`config.mk`:
```
export PLATFORM = sky130hd
export DESIGN_NAME = packet_deframer_checksum
export DESIGN_NICKNAME = d
export VERILOG_FILES = /design/src/sv/pdc_pkg.sv /design/src/sv/pdc_front.sv /design/src/sv/pdc_queue.sv /design/src/sv/pdc_back.sv /design/src/sv/packet_deframer_checksum.sv
export SDC_FILE = /design/constraint.sdc
export NUM_CORES = 1
export LEC_CHECK = 0
export BUFFER_PORTS_ARGS = -buffer_cell sky130_fd_sc_hd__buf_4
export CAP_MARGIN = 20
export CORE_ASPECT_RATIO = 1.25
export CORE_MARGIN = 3
export CORE_UTILIZATION = 30
export DETAILED_ROUTE_END_ITERATION = 8
export HOLD_SLACK_MARGIN = 0.12
export PLACE_DENSITY_LB_ADDON = 0.25
export SYNTH_ARGS = -nofsm -noshare
export SYNTH_HDL_FRONTEND = slang
export SYNTH_SLANG_ARGS = --single-unit
export TNS_END_PERCENT = 50
```
`constraint.sdc`:
```
create_clock -name clk -period 12.4 [get_ports clk]
set_clock_uncertainty 0.2 [all_clocks]
set_input_delay 1.24 -clock clk [delete_from_list [all_inputs] [get_ports clk]]
set_output_delay 1.24 -clock clk [all_outputs]
set_load 0.02 [all_outputs]
```
`src/sv/pdc_pkg.sv`:
```
package pdc_pkg;

  // Sync word and the 8-bit sum of its four bytes
  localparam logic [31:0] SYNC_PATTERN = 32'hEF02_AAAA;
  localparam logic [7:0]  SYNC_SUM     = 8'h45;

  // Result queue depth between the parser and the output stage
  localparam int QUEUE_DEPTH = 2;

  // Header byte positions, low byte first for multi-byte fields
  localparam logic [3:0] HPOS_TGT_LO  = 4'd0;
  localparam logic [3:0] HPOS_TGT_HI  = 4'd1;
  localparam logic [3:0] HPOS_SRC_LO  = 4'd2;
  localparam logic [3:0] HPOS_SRC_HI  = 4'd3;
  localparam logic [3:0] HPOS_SEQ_LO  = 4'd4;
  localparam logic [3:0] HPOS_SEQ_HI  = 4'd5;
  localparam logic [3:0] HPOS_FUNC    = 4'd6;
  localparam logic [3:0] HPOS_LEN_LO  = 4'd7;
  localparam logic [3:0] HPOS_LEN_HI  = 4'd8;
  localparam logic [3:0] HPOS_CSUM    = 4'd9;

  // Result kinds
  localparam logic [2:0] KIND_HDR_OK   = 3'd0;
  localparam logic [2:0] KIND_HDR_BAD  = 3'd1;
  localparam logic [2:0] KIND_PAYLOAD  = 3'd2;
  localparam logic [2:0] KIND_PKT_GOOD = 3'd3;
  localparam logic [2:0] KIND_DATA_BAD = 3'd4;

  // Parser phase, one-hot
  typedef enum logic [3:0] {
    PH_HUNT    = 4'b0001,
    PH_HEADER  = 4'b0010,
    PH_PAYLOAD = 4'b0100,
    PH_DCHECK  = 4'b1000
  } pdc_phase_t;

  // One result item
  typedef struct packed {
    logic [2:0]  kind;
    logic [15:0] target_address;
    logic [15:0] source_address;
    logic [15:0] sequence_index;
    logic [7:0]  function_code;
    logic [15:0] payload_length;
    logic [7:0]  data_byte;
  } pdc_result_t;

  // Write side of the result queue
  typedef struct packed {
    logic        valid;
    pdc_result_t data;
  } pdc_push_t;

endpackage

```
`src/sv/pdc_front.sv`:
```
module pdc_front (
  input  logic                clk,
  input  logic                rst_n,
  input  logic                in_valid,
  output logic                in_ready,
  input  logic [7:0]          in_rx_byte,
  input  logic                queue_full,
  output pdc_pkg::pdc_push_t  push
);
  import pdc_pkg::*;

  pdc_phase_t  phase_r, phase_nxt;
  logic [31:0] window_r, window_nxt;
  logic [3:0]  hdr_pos_r, hdr_pos_nxt;
  logic [15:0] tgt_r, tgt_nxt;
  logic [15:0] src_r, src_nxt;
  logic [15:0] seq_r, seq_nxt;
  logic [7:0]  func_r, func_nxt;
  logic [15:0] len_r, len_nxt;
  logic [7:0]  hdr_sum_r, hdr_sum_nxt;
  logic [15:0] remain_r, remain_nxt;
  logic [7:0]  pay_sum_r, pay_sum_nxt;

  logic        accept;
  logic [31:0] win_shift;
  logic [15:0] rem_dec;
  logic        emit;
  logic [2:0]  kind;
  logic [7:0]  dbyte;

  // Take a byte whenever the queue has room
  assign in_ready  = ~queue_full;
  assign accept    = in_valid & ~queue_full;
  assign win_shift = {window_r[23:0], in_rx_byte};
  assign rem_dec   = (remain_r != 16'd0) ? remain_r - 16'd1 : remain_r;

  // Byte classification and parser state update
  always_comb begin
    phase_nxt   = phase_r;
    window_nxt  = window_r;
    hdr_pos_nxt = hdr_pos_r;
    tgt_nxt     = tgt_r;
    src_nxt     = src_r;
    seq_nxt     = seq_r;
    func_nxt    = func_r;
    len_nxt     = len_r;
    hdr_sum_nxt = hdr_sum_r;
    remain_nxt  = remain_r;
    pay_sum_nxt = pay_sum_r;
    emit        = 1'b0;
    kind        = KIND_HDR_OK;
    dbyte       = 8'h00;
    if (accept) begin
      unique case (phase_r)
        PH_HUNT: begin
          window_nxt = win_shift;
          if (win_shift == SYNC_PATTERN) begin
            phase_nxt   = PH_HEADER;
            hdr_pos_nxt = HPOS_TGT_LO;
            hdr_sum_nxt = SYNC_SUM;
          end
        end
        PH_HEADER: begin
          if (hdr_pos_r < HPOS_CSUM) begin
            hdr_sum_nxt = hdr_sum_r + in_rx_byte;
            hdr_pos_nxt = hdr_pos_r + 4'd1;
            case (hdr_pos_r)
              HPOS_TGT_LO: tgt_nxt  = {8'h00, in_rx_byte};
              HPOS_TGT_HI: tgt_nxt  = {in_rx_byte, tgt_r[7:0]};
              HPOS_SRC_LO: src_nxt  = {8'h00, in_rx_byte};
              HPOS_SRC_HI: src_nxt  = {in_rx_byte, src_r[7:0]};
              HPOS_SEQ_LO: seq_nxt  = {8'h00, in_rx_byte};
              HPOS_SEQ_HI: seq_nxt  = {in_rx_byte, seq_r[7:0]};
              HPOS_FUNC:   func_nxt = in_rx_byte;
              HPOS_LEN_LO: len_nxt  = {8'h00, in_rx_byte};
              default:     len_nxt  = {in_rx_byte, len_r[7:0]};
            endcase
          end else begin
            // checksum byte: anything at or past the last position
            hdr_pos_nxt = HPOS_TGT_LO;
            emit        = 1'b1;
            if (in_rx_byte != hdr_sum_r) begin
              kind       = KIND_HDR_BAD;
              phase_nxt  = PH_HUNT;
              window_nxt = 32'd0;
            end else begin
              kind        = KIND_HDR_OK;
              remain_nxt  = len_r;
              pay_sum_nxt = 8'h00;
              phase_nxt   = (len_r != 16'd0) ? PH_PAYLOAD : PH_DCHECK;
            end
          end
        end
        PH_PAYLOAD: begin
          pay_sum_nxt = pay_sum_r + in_rx_byte;
          remain_nxt  = rem_dec;
          if (rem_dec == 16'd0) begin
            phase_nxt = PH_DCHECK;
          end
          emit  = 1'b1;
          kind  = KIND_PAYLOAD;
          dbyte = in_rx_byte;
        end
        PH_DCHECK: begin
          phase_nxt   = PH_HUNT;
          window_nxt  = 32'd0;
          hdr_pos_nxt = HPOS_TGT_LO;
          emit        = 1'b1;
          kind        = (in_rx_byte == pay_sum_r) ? KIND_PKT_GOOD : KIND_DATA_BAD;
        end
        default: begin
          phase_nxt = PH_HUNT;
        end
      endcase
    end
  end

  // Result record carries the header fields as currently held
  always_comb begin
    push.valid               = emit;
    push.data.kind           = kind;
    push.data.target_address = tgt_r;
    push.data.source_address = src_r;
    push.data.sequence_index = seq_r;
    push.data.function_code  = func_r;
    push.data.payload_length = len_r;
    push.data.data_byte      = dbyte;
  end

  always_ff @(posedge clk) begin
    if (!rst_n) begin
      phase_r   <= PH_HUNT;
      window_r  <= 32'd0;
      hdr_pos_r <= 4'd0;
      tgt_r     <= 16'd0;
      src_r     <= 16'd0;
      seq_r     <= 16'd0;
      func_r    <= 8'd0;
      len_r     <= 16'd0;
      hdr_sum_r <= 8'd0;
      remain_r  <= 16'd0;
      pay_sum_r <= 8'd0;
    end else begin
      phase_r   <= phase_nxt;
      window_r  <= window_nxt;
      hdr_pos_r <= hdr_pos_nxt;
      tgt_r     <= tgt_nxt;
      src_r     <= src_nxt;
      seq_r     <= seq_nxt;
      func_r    <= func_nxt;
      len_r     <= len_nxt;
      hdr_sum_r <= hdr_sum_nxt;
      remain_r  <= remain_nxt;
      pay_sum_r <= pay_sum_nxt;
    end
  end

endmodule

```
`src/sv/pdc_queue.sv`:
```
module pdc_queue #(
  parameter int DEPTH = pdc_pkg::QUEUE_DEPTH
) (
  input  logic                 clk,
  input  logic                 rst_n,
  input  pdc_pkg::pdc_push_t   push,
  input  logic                 pop,
  output logic                 full,
  output logic                 empty,
  output pdc_pkg::pdc_result_t head
);
  import pdc_pkg::*;

  localparam int PTR_W = (DEPTH > 1) ? $clog2(DEPTH) : 1;
  localparam int CNT_W = $clog2(DEPTH + 1);

  pdc_result_t      mem_r [DEPTH];
  logic [PTR_W-1:0] wr_ptr_r, wr_ptr_nxt;
  logic [PTR_W-1:0] rd_ptr_r, rd_ptr_nxt;
  logic [CNT_W-1:0] count_r, count_nxt;
  logic             do_push;
  logic             do_pop;

  assign full    = (count_r == CNT_W'(DEPTH));
  assign empty   = (count_r == '0);
  assign head    = mem_r[rd_ptr_r];
  assign do_push = push.valid & ~full;
  assign do_pop  = pop & ~empty;

  // Pointer wrap and occupancy
  always_comb begin
    wr_ptr_nxt = wr_ptr_r;
    rd_ptr_nxt = rd_ptr_r;
    count_nxt  = count_r;
    if (do_push) begin
      wr_ptr_nxt = (wr_ptr_r == PTR_W'(DEPTH - 1)) ? '0 : wr_ptr_r + 1'b1;
    end
    if (do_pop) begin
      rd_ptr_nxt = (rd_ptr_r == PTR_W'(DEPTH - 1)) ? '0 : rd_ptr_r + 1'b1;
    end
    if (do_push && !do_pop) begin
      count_nxt = count_r + 1'b1;
    end else if (do_pop && !do_push) begin
      count_nxt = count_r - 1'b1;
    end
  end

  always_ff @(posedge clk) begin
    if (!rst_n) begin
      wr_ptr_r <= '0;
      rd_ptr_r <= '0;
      count_r  <= '0;
    end else begin
      wr_ptr_r <= wr_ptr_nxt;
      rd_ptr_r <= rd_ptr_nxt;
      count_r  <= count_nxt;
    end
  end

  // Entry storage, no reset
  always_ff @(posedge clk) begin
    if (do_push) begin
      mem_r[wr_ptr_r] <= push.data;
    end
  end

endmodule

```
`src/sv/pdc_back.sv`:
```
module pdc_back (
  input  logic                 clk,
  input  logic                 rst_n,
  input  pdc_pkg::pdc_result_t head,
  input  logic                 empty,
  output logic                 pop,
  output logic                 out_valid,
  input  logic                 out_ready,
  output logic [2:0]           out_kind,
  output logic [15:0]          out_target_address,
  output logic [15:0]          out_source_address,
  output logic [15:0]          out_sequence_index,
  output logic [7:0]           out_function_code,
  output logic [15:0]          out_payload_length,
  output logic [7:0]           out_data_byte
);
  import pdc_pkg::*;

  logic        valid_r, valid_nxt;
  pdc_result_t res_r, res_nxt;

  // Refill the output register when it is empty or being taken
  assign pop = ~empty & (~valid_r | out_ready);

  always_comb begin
    valid_nxt = pop | (valid_r & ~out_ready);
    res_nxt   = pop ? head : res_r;
  end

  always_ff @(posedge clk) begin
    if (!rst_n) begin
      valid_r <= 1'b0;
    end else begin
      valid_r <= valid_nxt;
    end
  end

  always_ff @(posedge clk) begin
    res_r <= res_nxt;
  end

  assign out_valid          = valid_r;
  assign out_kind           = res_r.kind;
  assign out_target_address = res_r.target_address;
  assign out_source_address = res_r.source_address;
  assign out_sequence_index = res_r.sequence_index;
  assign out_function_code  = res_r.function_code;
  assign out_payload_length = res_r.payload_length;
  assign out_data_byte      = res_r.data_byte;

endmodule

```
`src/sv/packet_deframer_checksum.sv`:
```
// Byte-stream deframer: hunts for the sync word EF 02 AA AA, parses a ten-byte
// little-endian header (target, source, sequence, function, length, checksum),
// then forwards the payload and checks its closing 8-bit sum. One result item
// at most per input byte: header ok/bad, payload byte, packet good/bad. The
// parser takes one byte every cycle while the result queue has room; a result
// reaches out_valid through a QUEUE_DEPTH-entry result queue and an output
// register. in_ready drops only while that queue is full, so
// the input sustains one byte per cycle as long as out_ready stays high.
module packet_deframer_checksum #(
  parameter int QUEUE_DEPTH = pdc_pkg::QUEUE_DEPTH
) (
  input  logic        clk,
  input  logic        rst_n,
  input  logic        in_valid,
  output logic        in_ready,
  input  logic [7:0]  in_rx_byte,
  output logic        out_valid,
  input  logic        out_ready,
  output logic [2:0]  out_kind,
  output logic [15:0] out_target_address,
  output logic [15:0] out_source_address,
  output logic [15:0] out_sequence_index,
  output logic [7:0]  out_function_code,
  output logic [15:0] out_payload_length,
  output logic [7:0]  out_data_byte
);
  import pdc_pkg::*;

  pdc_push_t   push;
  pdc_result_t q_head;
  logic        q_full;
  logic        q_empty;
  logic        q_pop;

  // Parser: accepts and classifies bytes
  pdc_front u_front (
    .clk        (clk),
    .rst_n      (rst_n),
    .in_valid   (in_valid),
    .in_ready   (in_ready),
    .in_rx_byte (in_rx_byte),
    .queue_full (q_full),
    .push       (push)
  );

  // Result queue between parser and output stage
  pdc_queue #(
    .DEPTH (QUEUE_DEPTH)
  ) u_queue (
    .clk   (clk),
    .rst_n (rst_n),
    .push  (push),
    .pop   (q_pop),
    .full  (q_full),
    .empty (q_empty),
    .head  (q_head)
  );

  // Output register
  pdc_back u_back (
    .clk                (clk),
    .rst_n              (rst_n),
    .head               (q_head),
    .empty              (q_empty),
    .pop                (q_pop),
    .out_valid          (out_valid),
    .out_ready          (out_ready),
    .out_kind           (out_kind),
    .out_target_address (out_target_address),
    .out_source_address (out_source_address),
    .out_sequence_index (out_sequence_index),
    .out_function_code  (out_function_code),
    .out_payload_length (out_payload_length),
    .out_data_byte      (out_data_byte)
  );

  // A result is only produced for an accepted byte
  a_push_on_accept: assert property (@(posedge clk) disable iff (!rst_n)
    push.valid |-> (in_valid && in_ready))
    else $error("result pushed without an accepted byte");

  // Never push into a full queue
  a_no_push_full: assert property (@(posedge clk) disable iff (!rst_n)
    push.valid |-> !q_full)
    else $error("result pushed into full queue");

  // Only payload results carry a data byte
  a_data_zero: assert property (@(posedge clk) disable iff (!rst_n)
    (out_valid && out_kind != KIND_PAYLOAD) |-> (out_data_byte == 8'h00))
    else $error("nonzero data byte on non-payload result");

  // Result kind stays within the defined codes
  a_kind_range: assert property (@(posedge clk) disable iff (!rst_n)
    out_valid |-> (out_kind <= KIND_DATA_BAD))
    else $error("undefined result kind");

endmodule
```
==> results of run 1 <==
through the flow:
step | power (uW) | instances | hold slack, ns | setup slack, ns
after floorplan | 2160 | 1149 | 0.225 | 2.03
after global placement | 2470 | 1848 | 0.231 | 8.12
after detailed placement | 2480 | 1849 | 0.237 | 8.07
after CTS | 3650 | 1918 | 0.247 | 8.64
after global routing | 3750 | 1918 | 0.262 | 8.42
final | 3590 | 1919 | 0.250 | 8.62
layer usage:
metal | vias up | routed length (um) | track usage, % | share of wire [%]
met5 | - | 0 | 0 | 0
met4 | 0 | 965 | 4.22 | 2.8
met3 | 59 | 1080 | 2.00 | 3.1
met2 | 133 | 17300 | 21.7 | 50
met1 | 4547 | 15100 | 15.5 | 44
li1 | 4446 | - | - | -
flip-flops by register name, indices dropped and copies added, names as in the netlist:
signal,count
u_front.phase_r,4
u_front.tgt_r,16
u_back.out_source_address,16
u_back.out_payload_length,16
u_back.out_function_code,8
u_back.out_data_byte,8
u_front.src_r,16
u_front.hdr_sum_r,8
u_back.out_kind,3
u_front.remain_r,16
u_queue.rd_ptr_r,1
u_front.func_r,8
u_front.hdr_pos_r,4
u_back.out_sequence_index,16
u_front.pay_sum_r,8
u_queue.wr_ptr_r,1
u_front.window_r,24
u_front.len_r,16
u_front.seq_r,16
u_queue.count_r,2
u_back.out_valid,1
u_back.out_target_address,16
u_queue.mem_r,166
area by class of cell:
| cell class | count | area share (%) |
|---|---|---|
| Multi-Input combinational cell | 678 | 27.1 |
| Tap cell | 658 | 4.52 |
| Sequential cell | 390 | 56.6 |
| Clock buffer | 56 | 6.22 |
| Inverter | 14 | 0.288 |
| Timing Repair Buffer | 109 | 4.60 |
| Clock inverter | 13 | 0.673 |
| Antenna cell | 1 | 0.0137 |
how the worst max path moves through the flow:
stage | depth (start not counted) | startpoint | slack, ns | endpoint
after floorplan | 3 | in_valid | 2.03 | u_queue.mem_r[0][0]
after CTS | 8 | in_rx_byte[4] | 8.64 | u_front.remain_r[2]
final | 8 | in_rx_byte[3] | 8.62 | u_front.remain_r[3]
after global routing | 9 | u_front.hdr_pos_r[0] | 8.42 | u_queue.mem_r[1][64]
after detailed placement | 8 | in_rx_byte[4] | 8.07 | u_front.remain_r[3]
after global placement | 8 | in_rx_byte[4] | 8.12 | u_front.remain_r[7]
placed cells by master (no fill, tap or decap), drive strengths merged, types with 9 or more instances in the layout:
cell type,n
nand3,52
edfxtp,249
dfxtp,141
clkbuf,56
and2,19
mux2i,34
nor2b,76
nor3,22
nor2,30
xor2,9
a21boi,42
a21oi,26
nor4,19
inv,16
ha,22
o21ai,27
xnor2,12
nand2,61
mux2,84
a22oi,39
buf,109
power by group through the flow:
stage          registers (uW)  logic, uW  clock network, uW
2_1_floorplan            1860        295                  0
3_3_place_gp             1690        784                  0
3_5_place_dp             1690        793                  0
4_1_cts                  1660        796               1190
5_1_grt                  1680        835               1240
6_report                 1660        774               1160
kinds of logic after synthesis:
group / after synthesis / share of synthesized area, %
xor+xnor: 21 / 1.18
flops: 390 / 66.3
buf+inv: 81 / 2.05
mux: 118 / 8.28
compound gates: 182 / 8.30
simple gates: 333 / 11.9
fa+ha+maj: 24 / 2.03
==> key figures, run 1 <==
Yosys
  – Syn avg cell area: between 10 and 15 um2
  – Sequential element share of the synthesized area: 66.3%
  – EDFF count, synth: 249
  – Commonest cells post-synth: 249 x edfxtp_1, 141 x dfxtp_1, 84 x mux2_2, 76 x nor2b_1, 61 x nand2_1
  – Yosys Warn Count: 0
  – Cell area after synthesis: 15500 um2
  – Leading area contributor after synthesis: edfxtp_1
  – Synth area leaders: edfxtp_1 48%, dfxtp_1 18%, mux2_2 6.1%
  – Most frequent cell after synthesis: edfxtp_1
  – Post-synthesis cell type count: 67
  – Main synth FF type: edfxtp_1
  – Gate Count Post-Synth: about 1100
  – Yosys top cell area share: about half
  – Async set-or-reset flop fraction in the synthesized netlist: 0%
  – Yosys reg bits: 390
  – Post-synth net total: 1185

Critical path
  – Worst-path fanout max: 14
  – R2R depth: 9
  – Worst EP required: 12.62 ns
  – Worst Path Arrival: 4.00 ns
  – R2R Path Start: u_front.hdr_pos_r[0]
  – Startpoint Class: input pin
  – WP buf/inv: 1
  – Worst path cell trace: buf_4 > ha_1 > nor4_1 > nand4_1 > a21oi_1 > o21ai_0 > a22oi_1 > nor2b_1
  – Worst R2R End: u_queue.mem_r[1][64]
  – R2R setup slack: approximately 8.7 ns
  – Max incr delay on CP: 0.93 ns
  – Slowest CP cell: a21oi_1
  – Setup CP Type: input pin to flip-flop
  – Crit. End Element: flip-flop
  – Top delay family on crit path: compound AO/OA/AOI/OAI gates

CTS
  – Postcts setup bufs: 0
  – Clock tree buffer depth: 3
  – CTS tree: yes
  – Hold Buf Count CTS: 0
  – Num CTS Buffers: 38
  – CTS resizes: 0
  – Clk sinks: 390
  – Root buffer cell: clkbuf_16
  – Clock-pin transition on the worst setup and hold timing paths: 0.07 ns
  – Clock Latency Late Sink: ~0.53 ns
  – H-tree lvl count: 2

Hold path
  – HP Class: flip-flop to flip-flop
  – Hold EP: u_queue.mem_r[1][66]
  – Hold_sp: u_front.tgt_r[2]
  – WHS Path Cells: 0

STA
  – Setup TNS Final: 0 ns
  – Worst Max-Slew Pin Slew: 1.09 ns
  – RSZ-0062 raised after global routing: no
  – Fin. max-slew vios: 0
  – Final Hold Viols: 0
  – Final setup fails: 0
  – Relative slew slack: between 20% and 30%
  – Fin crit period: 3.78 ns
  – Achievable frequency: 264 MHz
  – Fin crit share: 30.5%

GRT
  – GRT Util Overall: 12.4%
  – Residual overflow from global routing: 0
  – First-pass GRT wire length: 53900 um
  – Initial antenna violation count: 1
  – Largest net degree at the start of global routing: 92
  – Vias in the first global route: around 9300

Power
  – Flop pwr share: a little under half
  – Leak: 0.00613 uW
  – Switching Share: 28.1%
  – Total power per unit cell area: approximately 200 nW/um2
  – Sw power: 1010 uW
  – Worst VDD drop: 0.0792 mV
  – Internal Pwr Total: around 2600 uW
  – Logic pwr share: a little over a fifth
  – Clk pwr share: 32.2%

Finish
  – Area of the multi-input gates: 4940 um2
  – Area growth from synthesis to layout: 17.3%
  – Layout cells sized above 1: around a fifth
  – Final #Nets: between 1000 and 1500
  – Reg area: between 10000 and 15000 um2
  – Final instance area: 18200 um2
  – Fin util: 35.8%
  – Fillers: 4905

Route
  – Vias post-DR: 9185
  – Final ANT Viol Nets: 0
  – Initial drt markers: about 540
  – Total Wirelength: about 34000 um
  – DRT Pass-1 Iters: 5
  – Detailed-route wire length per cell: approximately 18 um
  – Via density: 4.79
  – Remaining DRCs: 0

Floorplan
  – Die Y: 260 um
  – Die Area: 54600 um2
  – Die width: 210 um
  – Std cell rows: 92
  – Area of the core: just over 50000 um2
  – Initial Utilization: 30.5%
  – Io pins: between 90 and 100

Place
  – Gpl congestion: 0.793
  – Port Buffer Count: 96
  – DPL Wire Length: 21600 um
  – Placement Cell Area: between 15000 and 20000 um2

Flow run
  – Max_cap viols: 0

Outcome
  – Status: finished, final reports clean
Note: power is estimated with default switching activity, not from simulation.
==> inputs of run 2 (changes only) <==
==> constraint.sdc (replaced) <==
create_clock -name clk -period 3.7 [get_ports clk]
set_clock_uncertainty 0.2 [all_clocks]
set_input_delay 0.37 -clock clk [delete_from_list [all_inputs] [get_ports clk]]
set_output_delay 0.37 -clock clk [all_outputs]
set_load 0.02 [all_outputs]
==> run 2 against run 1 <==
Compared with the run above:
- hold slack worse by 0.083 ns
- sequential power grew to 3.4 times the previous value
- clock power grew to 3.3 times the previous value
- register-to-register slack worse by 8.2 ns
- core utilization is 0.37 points higher
- critical endpoint is now u_front.tgt_r[3]
- highest routed layer unchanged
- worst setup slack worse by 8.1 ns
- critical path type is now flip-flop to flip-flop
- via count is 1.4% higher
==> key figures, run 2 (synthesis gave the netlist of run 1 again) <==
STA
  – Achievable frequency: around 320 MHz
  – Fin crit share: 85.7%
  – Worst Max-Slew Pin Slew: approximately 1 ns
  – Fin crit period: approximately 3.2 ns
  – Hold WS: 0.167 ns
  – Final Hold Viols: 0
  – Relative slew slack: 33.3%
  – Fin. max-slew vios: 0
  – RSZ-0062 raised after global routing: no
  – Final setup fails: 0

CTS
  – Clock tree buffer depth: 3
  – H-tree lvl count: 2
  – CTS tree: yes
  – Num CTS Buffers: 38
  – Postcts setup bufs: 0
  – Clock-pin transition on the worst setup and hold timing paths: 0.07 ns
  – Clk sinks: 390
  – Root buffer cell: clkbuf_16
  – Clock Latency Late Sink: 0.53 ns

Critical path
  – Setup CP Type: flip-flop to flip-flop
  – Worst R2R End: u_front.tgt_r[3]
  – Worst EP required: approximately 4 ns
  – R2R Path Start: u_front.phase_r[3]
  – Worst-path fanout max: 11
  – Slowest CP cell: and3b_1
  – Startpoint Class: flip-flop
  – Max incr delay on CP: between 0.6 and 0.7 ns
  – Crit. End Element: flip-flop
  – R2R setup slack: 0.53 ns
  – Worst path cell trace: nor4b_2 > nand3_1 > nor3_1 > and3b_1 > mux2i_1 > nor2b_1
  – Worst Path Arrival: 3.39 ns
  – R2R depth: 6

Floorplan
  – Die width: between 200 and 250 um
  – Area of the core: 50900 um2
  – Io pins: 97
  – Std cell rows: 92
  – Die Area: 54600 um2
  – Initial Utilization: 30.5%
  – Die Y: 260 um

Finish
  – Final #Nets: 1285
  – Max FFs per register: ~170
  – Final instance area: 18400 um2
  – Leading cell types in the layout, fill and taps excluded: 249 x edfxtp_1, 138 x dfxtp_1, 115 x buf_4, 84 x mux2_2, 75 x nor2b_1
  – Fillers: between 4000 and 5000
  – Fin util: 36.2%
  – Commonest non-fill, non-tap cell in the layout: edfxtp_1
  – Top Registers: u_queue.mem_r: 166 flops, u_front.window_r: 24 flops
  – Layout cells sized above 1: 22.5%
  – Largest register by flop count: u_queue.mem_r
  – Area growth from synthesis to layout: 18.5%
  – # diodes: 0

GRT
  – First-pass GRT wire length: 55400 um
  – Largest net degree at the start of global routing: 80
  – GRT Util Overall: 12.8%
  – Residual overflow from global routing: 0
  – Initial antenna violation count: 0
  – Vias in the first global route: between 9000 and 10000

Hold path
  – Hold_sp: in_rx_byte[0]
  – Hold EP: u_front.window_r[0]
  – HP Class: input pin to flip-flop
  – WHS Path Cells: 4

Route
  – Total Wirelength: 35200 um
  – Via density: 4.82
  – Remaining DRCs: 0
  – Vias post-DR: 9318
  – Initial drt markers: 560
  – DRT Pass-1 Iters: 5
  – Final ANT Viol Nets: 0
  – Detailed-route wire length per cell: 18.2 um

Power
  – Leak: 0.00622 uW
  – Worst VDD drop: approximately 0.27 mV
  – Total power per unit cell area: between 600 and 700 nW/um2

Place
  – Placement Cell Area: about 17000 um2
  – DPL Wire Length: 22600 um
  – Port Buffer Count: 96
  – Gpl congestion: about 0.80

Outcome
  – Status: finished, final reports clean

Flow run
  – Max_cap viols: 0
==> run 2: repair_timing <==
item,in CTS,in global routing
hold buffers,8,0
endpoints found under the hold margin,66,0
gates resized for setup,0,0
==> run 2: through the flow <==
| step | instances | worst slack [ns] | setup TNS [ns] | power [uW] |
|---|---|---|---|---|
| after global placement | 1859 | 0.614 | 0 | 8340 |
| after detailed placement | 1859 | 0.547 | 0 | 8350 |
| after global routing | 1933 | 0.225 | 0 | 12600 |
| after CTS | 1933 | 0.531 | 0 | 12200 |
| final | 1933 | 0.529 | 0 | 12000 |
| after floorplan | 1149 | -0.740 | -80.93 | 7220 |
==> run 2: cell type report <==
| cell class | count | area (um2) | share of cell area, % |
|---|---|---|---|
| Clock inverter | 18 | 175 | 0.952 |
| Clock buffer | 48 | 1040 | 5.65 |
| Multi-Input combinational cell | 678 | 4990 | 27.1 |
| Timing Repair Buffer | 127 | 1020 | 5.56 |
| Sequential cell | 390 | 10300 | 56.0 |
| Tap cell | 658 | 823 | 4.47 |
| Inverter | 14 | 52.6 | 0.285 |
==> run 2: worst max path at each step <==
stage	startpoint	endpoint	slack (ns)	cells after the start
after floorplan	u_front.hdr_pos_r[0]	u_queue.mem_r[0][0]	-0.74	7
after global placement	u_front.phase_r[3]	u_front.tgt_r[2]	0.61	6
after detailed placement	u_front.phase_r[3]	u_front.tgt_r[3]	0.55	6
after CTS	u_front.phase_r[3]	u_front.tgt_r[3]	0.53	6
after global routing	u_front.phase_r[3]	u_front.tgt_r[3]	0.23	6
final	u_front.phase_r[3]	u_front.tgt_r[3]	0.53	6
==> run 2: critical path, delay by kind of cell (launching register included) <==
family           cells  cell delay [ns]
muxes                1             0.27
and+or+nand+nor      5             2.13
DFF                  1             0.45
==> run 2: where the power goes <==
part	leakage, uW	internal (uW)	switching (uW)
logic	0.00221	1070	1480
registers	0.00343	5330	319
clock network	0.000587	2200	1620
total	0.00622	8600	3420
==> run 2: metal layers <==
metal	wire length (um)	GRT usage (%)	part of all wire, %	up-vias
met5	0	0	0	-
met2	18100	22.9	51	162
met4	944	4.37	2.7	0
li1	-	-	-	4489
met3	1180	1.76	3.3	56
met1	15000	15.8	43	4611
